==> src/tcq_pkg.sv <==
`timescale 1ns / 1ps
`default_nettype none
// ----------------------------------------------------------------------------
// tcq_pkg: shared definitions for the two-class queue with aging
// Item codes, status codes, field widths and controller/datapath structs.
// ----------------------------------------------------------------------------
package tcq_pkg;

  localparam int KIND_W  = 2;
  localparam int STAT_W  = 2;
  localparam int CAP_W   = 11;
  localparam int LEVEL_W = 11;
  localparam int DATA_W  = 64;

  localparam int DEF_QUEUE_DEPTH  = 1024;
  localparam int DEF_PAYLOAD_BITS = 64;

  localparam logic [CAP_W-1:0] CAP_RESET = 11'd1024;

  localparam logic [KIND_W-1:0] KIND_PUSH = 2'd0;
  localparam logic [KIND_W-1:0] KIND_POP  = 2'd1;
  localparam logic [KIND_W-1:0] KIND_TICK = 2'd2;

  localparam logic [STAT_W-1:0] ST_DONE  = 2'd0;
  localparam logic [STAT_W-1:0] ST_FULL  = 2'd1;
  localparam logic [STAT_W-1:0] ST_EMPTY = 2'd2;

  // Commands from the controller to the datapath.
  typedef struct packed {
    logic accept;    // latch the incoming item
    logic decide;    // evaluate the item, do pushes, start head reads
    logic complete;  // finish a pop or a tick with the head read data
  } tcq_cmd_t;

  // Status from the datapath to the controller.
  typedef struct packed {
    logic need_read;  // the item being decided needs a head word
  } tcq_stat_t;

endpackage : tcq_pkg
`default_nettype wire

==> src/tcq_ctrl.sv <==
`timescale 1ns / 1ps
`default_nettype none
// ----------------------------------------------------------------------------
// tcq_ctrl: sequencer of the two-class queue
// Steps each item through decide, optional head read, and result cycles.
// ----------------------------------------------------------------------------
module tcq_ctrl (
  input  wire logic               clk,
  input  wire logic               rst_n,
  input  wire logic               start,
  input  wire tcq_pkg::tcq_stat_t stat,
  output tcq_pkg::tcq_cmd_t       cmd,
  output logic                    busy,
  output logic                    out_valid
);
  import tcq_pkg::*;

  localparam logic [1:0] S_IDLE   = 2'd0;
  localparam logic [1:0] S_DECIDE = 2'd1;
  localparam logic [1:0] S_READ   = 2'd2;
  localparam logic [1:0] S_OUT    = 2'd3;

  logic [1:0] state_r;
  logic [1:0] state_nxt;
  logic       accept;

  assign busy      = (state_r == S_DECIDE) || (state_r == S_READ);
  assign out_valid = (state_r == S_OUT);
  assign accept    = start && !busy;

  always_comb begin
    cmd.accept   = accept;
    cmd.decide   = (state_r == S_DECIDE);
    cmd.complete = (state_r == S_READ);
  end

  always_comb begin
    state_nxt = state_r;
    unique case (state_r)
      S_IDLE: begin
        if (accept) state_nxt = S_DECIDE;
      end
      S_DECIDE: begin
        state_nxt = stat.need_read ? S_READ : S_OUT;
      end
      S_READ: begin
        state_nxt = S_OUT;
      end
      S_OUT: begin
        state_nxt = accept ? S_DECIDE : S_IDLE;
      end
      default: begin
        state_nxt = S_IDLE;
      end
    endcase
  end

  always_ff @(posedge clk) begin
    if (!rst_n) begin
      state_r <= S_IDLE;
    end else begin
      state_r <= state_nxt;
    end
  end

endmodule : tcq_ctrl
`default_nettype wire

==> config.mk <==
export PLATFORM = sky130hd
export DESIGN_NAME = tcq_ctrl
export DESIGN_NICKNAME = d
export VERILOG_FILES = /design/src/tcq_pkg.sv /design/src/tcq_ctrl.sv
export SDC_FILE = /design/constraint.sdc
export NUM_CORES = 1
export LEC_CHECK = 0
export BUFFER_PORTS_ARGS = -buffer_cell sky130_fd_sc_hd__buf_2
export CAP_MARGIN = 5
export CORE_AREA = 2 2 39 41
export DETAILED_ROUTE_END_ITERATION = 10
export DIE_AREA = 0 0 41 43
export HOLD_SLACK_MARGIN = 0.12
export PLACE_DENSITY = 0.32
export SLEW_MARGIN = 20
export SYNTH_ARGS = -nofsm -noshare
export SYNTH_HDL_FRONTEND = slang
export SYNTH_SLANG_ARGS = --single-unit
==> constraint.sdc <==
create_clock -name clk -period 2.7 [get_ports clk]
set_clock_uncertainty 0.15 [all_clocks]
set_input_delay 0.405 -clock clk [delete_from_list [all_inputs] [get_ports clk]]
set_output_delay 0.405 -clock clk [all_outputs]
set_load 0.005 [all_outputs]
# Word-level counts from Yosys, hierarchy flattened

Index checks and enable logic that the tools add are counted.

Register bits after elaboration: 2
Output and inout bits: 5
Logic and storage cells: 13

Eq/ne operators: 4
Multiplexer cells: 4
Reduce and logical (&&, ||, !) cells: 4

Operator list:

| cell                                                | count |
|---|---|
| case mux 2 bit (4 select lines)                     | 1 |
| equality test 2 bit, second input constant          | 2 |
| equality test 2 x 1 -> 1 bit, second input constant | 1 |
| logical NOT 2 bit                                   | 1 |
| two-way mux 1 bit                                   | 2 |
| two-way mux 2 bit                                   | 1 |
| inequality test 2 bit, second input constant        | 1 |
| logical AND 1 bit                                   | 1 |
| logical NOT 1 bit                                   | 1 |
| logical OR 1 bit                                    | 1 |

# Depth between registers and ports, before layout

Gate-level depths: netlist (run 1).

Depth after elaboration: 6
Mapped depth: 5
Mapped depth without buffers: 5

# Worst setup path before layout (run 1)

Ideal clock, no wire load.

Path type: reg2out
Start: register state_r[0]
End: output port cmd[2] in the netlist's numbering
Arrival time: 1.038 ns
Data required time: 2.145 ns
Slack: 1.107 ns
Cell stages (with the launch flop): 5
Cells stage by stage: dfxtp_1 inv_1 ha_1 nor2b_4 buf_4

Longest elaborated chain between the ends: 4

Ends and longest elaborated chain:

| what                                                                | RTL line       | source |
|---|---|---|
| start, declared                                                     | tcq_ctrl.sv:23 | `logic [1:0] state_r;` |
| start signal, assigned                                              | tcq_ctrl.sv:62 | `state_r <= state_nxt;` |
| equality test 2 x 1 -> 1 bit or equality test 2 bit (tied branches) | tcq_ctrl.sv:27 | `assign busy = (state_r == S_DECIDE) \|\| (state_r == S_READ);` |
| logical OR 1 bit (*)                                                | tcq_ctrl.sv:27 |  |
| named net busy                                                      | tcq_ctrl.sv:13 | `output logic busy,` |
| logical NOT 1 bit (*)                                               | tcq_ctrl.sv:29 | `assign accept = start && !busy;` |
| logical AND 1 bit (*)                                               | tcq_ctrl.sv:29 |  |
| end, declared                                                       | tcq_ctrl.sv:12 | `output tcq_pkg::tcq_cmd_t cmd,` |

The timed path passes the listed nets; every way through them passes the cells marked *.

==> impl_metrics.ini, run 1 <==
[clocking]
clock_path_buffers = 2
postCtsHoldBufs = 0
clk_pin_slew_ns = 0.03
cts_buffers = 3
post_cts_buffers = 0
h-tree-depth = 1
cts_tree = yes
clock_latency_ns = 0.22
cts_root_buf = clkbuf_4
post_cts_resized = 0
cts_num_sinks = 2

[route]
num_vias = 164
wl_per_cell_microns = 7.787
drtPass1Iterations = 1
post-route-drc-count = 0
wl_microns = 366
vias_per_cell = 3.489
ant_nets = 0
drtIter0Drc = 0

[yosys]
netlist_area_sq_um = 186.4
synth_fa_ha_area_share_pct = 33.56
synth_top_family_by_area = adder cells
synth_fp_nets = 30
synth_common_cells = 5 x ha_1, 5 x inv_1, 2 x a21oi_1, 2 x dfxtp_1
ys_seq_elements = 2
synth-xor-area-share_pct = 0
synth_compound_area_share_pct = 16.11
synth_edf_count = 0
yosysWarnings = 0
synthFlopType = dfxtp_1
avgSynthCellArea_sq_um = 8.878
ys_seq_area_share_pct = 21.48
synth.distinct_cells = 11
synthSimpleGateAreaFrac_pct = 9.396
synthTopCellsByArea = ha_1 34%, dfxtp_1 21%, inv_1 10%, nor2b_4 7.4%, a21oi_1 5.4%
synthMuxAreaShare_pct = 5.369
netlist_instances = 21
synth_top_area_share_pct = 33.56
synth_largest_area_cell = ha_1
async_reset_ff_share_pct = 0

[power]
ir_worst_vdd_uv = 265.2
power_w = 0.0002925
power-per-cell-area_mw_per_mm2 = 1118
p_leak_nw = 0.1477

[critical_path]
timing.rr.start = state_r[0]
worstPathRequired_ns = 2.14
critPathKind = flop to primary output
worstPathArrival_ns = 1.35
cp-start-kind = flop
crit_path_end_kind = primary output
path_max_fanout = 4
crit_start = state_r[0]
r2r_setup_slack_ns = 1.16

[timing]
setup_viol = 0
hold_violations = 0
rsz0062_at_grt = no
worst_pin_slew_ns = 0.2202
fin_ws_ns = 0.7986
min_period_over_period_pct = 70.42
max_freq_mhz = 525.9
slew_viol_final = 0
slew_headroom_pct = 85.23
setup_tns_ns = 0
period_needed_ns = 1.901

[global_route]
grt_pass1_wl_microns = 586
grt.total_usage_pct = 5.812
grt_pass1_vias = 161
grt_max_degree = 5
grt_overflow_total = 0
antenna_found_initial = 0

[final_layout]
final_area_sq_um = 261.5
fin_cells = 47
largest_register = state_r
multiInputGateArea_sq_um = 120.1
nets = 42
regArea_sq_um = 40.04
largest_reg_flops = 2
synthToLayoutAreaGrowth_pct = 40.27
fill_cells = 160
biggestRegsByFlops = state_r (2)
diodes = 0
drive_gt1_share_pct = 38.71

[placed_design]
hpwl_microns = 310.9
placedInstanceArea_sq_um = 239.0
port_buffers = 8
dp.cells = 44
place.gp.congestion = 0.6405
dpl_worst_slack_ns = 1.033

[floorplan]
core_sq_mm = 0.001384
fp.dieW_microns = 41
die_h_microns = 43
rows = 14
dieArea_sq_mm = 0.001763
pin_count = 9
start_util_pct = 13.47

[min_path]
worstHoldStart = rst_n
worst_hold_path_type = primary input to flop

[status]
run_status = finished clean

[flow_run]
drv_cap = 0
==> report_power, final <==
part	switching [W]	internal, W
Clock	0.0000161	0.0000489
Combinational	0.0000906	0.0000787
Sequential	0.0000144	0.0000438
==> critical path: stages, from the launching register on <==
cell and delay, ns:
dfxtp_1 0.37, inv_1 0.10, ha_1 0.37, nor2b_4 0.16, buf_2 0.12
==> logic make-up after synthesis <==
family                   after synthesis
adder cells (fa/ha/maj)                5
flip-flops                             2
AO/OA/AOI/OAI                          5
AND/OR/NAND/NOR                        2
buffers and inverters                  6
multiplexers                           1
==> placed cells by master (no fill, tap or decap) <==
cell      synthesis  final
buf_2             0      8
inv_1             5      5
ha_1              5      5
clkbuf_4          0      3
a21oi_1           2      2
dfxtp_1           2      2
nor2b_4           1      1
o21ai_0           1      1
nor2_1            1      1
a211oi_1          1      1
mux2i_1           1      1
o31ai_1           1      1
==> final cells by class <==
| class | count | share of cell area [%] |
|---|---|---|
| multi-input combinational | 13 | 45.93 |
| inverter | 5 | 7.177 |
| tap | 16 | 7.655 |
| clock buffer | 3 | 8.612 |
| sequential | 2 | 15.31 |
| timing repair buffer | 8 | 15.31 |
==> final timing paths <==
| path | end | cells past startpoint |
|---|---|---|
| worst max register to register | state_r[0] | 5 |
| worst max-delay path | cmd[2] | 4 |
| worst min register to register | state_r[1] | 2 |
| worst min-delay path | state_r[0] | 3 |
==> per-stage QoR <==
stage                     hold WS [ns]  util (%)
after CTS                       0.2758     18.90
final                           0.2832     18.90
after detailed placement        0.4499     17.27
after global routing            0.2658     18.90
after global placement          0.4288     17.27
after floorplan                 0.3840         -
==> routing by layer <==
layer / vias up / GRT usage (%) / wire [microns]
met5: - / 0 / 0
met4: 0 / 8.000 / 0
met3: 0 / 4.712 / 14
met2: 3 / 7.500 / 200
met1: 75 / 4.153 / 150
li1: 86 / - / -
Power figures use the tool's default switching activity.
==> inputs of run 2 (changes only) <==
- clock period: 2.7 -> 1.8 ns (I/O delays scaled with it)
==> run 2 against run 1 <==
Effect of this change: count of clock-buffer cells in the layout unchanged; via count decreased by 3.0%; design area is 0.96% higher; sequential power increased by 55%; combinational power up 50%; largest cell class unchanged.
==> impl_metrics.ini, run 2 (synthesis gave the netlist of run 1 again) <==
[critical_path]
crit_path_end_kind = primary output
path_max_fanout = 4
cp-start-kind = flop
worstPathRequired_ns = 1.38
critPathKind = flop to primary output
worstPathArrival_ns = 1.27

[placed_design]
dp.cells = 44
placedInstanceArea_sq_um = 239.0
port_buffers = 8
place.gp.congestion = 0.6160

[timing]
slew_headroom_pct = 84.01
min_period_over_period_pct = 93.70
max_freq_mhz = 592.9
setup_viol = 0
setup_tns_ns = 0
period_needed_ns = 1.687
hold_violations = 0
rsz0062_at_grt = no
slew_viol_final = 0
worst_pin_slew_ns = 0.2384

[final_layout]
synthToLayoutAreaGrowth_pct = 41.61
largest_reg_flops = 2
drive_gt1_share_pct = 45.16
layout_common_cells = 8 x buf_2, 5 x inv_1, 5 x ha_1
nets = 42
final_util_pct = 19.08
fin_cells = 47
final_area_sq_um = 264.0
final_common_cell = buf_2
diodes = 0
biggestRegsByFlops = state_r (2)
largest_register = state_r

[clocking]
clk_pin_slew_ns = 0.03
post_cts_buffers = 0
h-tree-depth = 1
clock_path_buffers = 2
cts_buffers = 3
cts_root_buf = clkbuf_4
clock_latency_ns = 0.22
cts_tree = yes
cts_num_sinks = 2
postCtsHoldBufs = 0

[route]
post-route-drc-count = 0
wl_microns = 370
ant_nets = 0
wl_per_cell_microns = 7.872
num_vias = 159
vias_per_cell = 3.383
drtIter0Drc = 1
drtPass1Iterations = 2

[min_path]
worst_hold_path_type = primary input to flop

[global_route]
grt_pass1_vias = 163
grt_overflow_total = 0
grt.total_usage_pct = 5.706
gr-usage-met2_pct = 8.125
antenna_found_initial = 0
grtUsageMet1_pct = 6.051
top_usage_layer = met2
met3_usage_pct = 3.141
grt_max_degree = 5
grt_pass1_wl_microns = 634

[power]
ir_worst_vdd_uv = 281.0
p_leak_nw = 0.1483
power-per-cell-area_mw_per_mm2 = 1670

[floorplan]
start_util_pct = 13.47
rows = 14
pin_count = 9
fp.dieW_microns = 41
dieArea_sq_mm = 0.001763
core_sq_mm = 0.001384
die_h_microns = 43

[flow_run]
drv_cap = 0

[status]
run_status = finished clean
[run 2: cell count changes in the layout (fill, tap and decap cells not counted)]
cell,delta
dfxtp_1,-2
dfxtp_2,+2
[run 2: power by group]
group / internal (W) / leakage, nW / total, W / switching (W)
Sequential: 0.0000703 / 0.0172 / 0.0000903 / 0.0000200
Combinational: 0.000118 / 0.117 / 0.000253 / 0.000135
Clock: 0.0000734 / 0.0138 / 0.0000971 / 0.0000237
[run 2: layer usage]
metal / vias up / part of all wire [%]
met4: 0 / 0
met2: 3 / 54
met5: - / 0
met1: 68 / 40
met3: 0 / 6.2
li1: 88 / -
[run 2: what timing repair did]
item,CTS,global route
gates resized for setup,0,2
setup endpoints to repair,0,1
endpoints found under the hold margin,0,0
[run 2: worst paths after layout]
path	startpoint	to	slack, ns	cells past startpoint
max	state_r[0]	cmd[2]	0.11	4
max reg2reg	state_r[0]	state_r[0]	0.34	5
min	rst_n	state_r[0]	0.14	3
min reg2reg	state_r[0]	state_r[0]	0.41	2
[run 2: area by class of cell]
| class | instances | area (sq um) |
|---|---|---|
| inverter | 5 | 18.77 |
| timing repair buffer | 8 | 40.04 |
| fill | 166 | 1120 |
| clock buffer | 3 | 22.52 |
| sequential | 2 | 42.54 |
| multi-input combinational | 13 | 120.1 |
| tap | 16 | 20.02 |
[run 2: metrics by stage]
stage / setup WS (ns) / power, W / hold slack [ns]
3_5_place_dp: 0.2858 / 0.0003471 / 0.3820
2_1_floorplan: 0.3423 / 0.0002743 / 0.2490
3_3_place_gp: 0.2921 / 0.0003446 / 0.3759
6_report: 0.1134 / 0.0004409 / 0.1414
4_1_cts: 0.04025 / 0.0004526 / 0.1450
5_1_grt: 0.02025 / 0.0005012 / 0.1576
[run 2: worst max-delay path, stage by stage, from the launching register on]
cell and delay, ns:
dfxtp_2 0.34, inv_1 0.08, ha_1 0.35, nor2b_4 0.15, buf_2 0.12
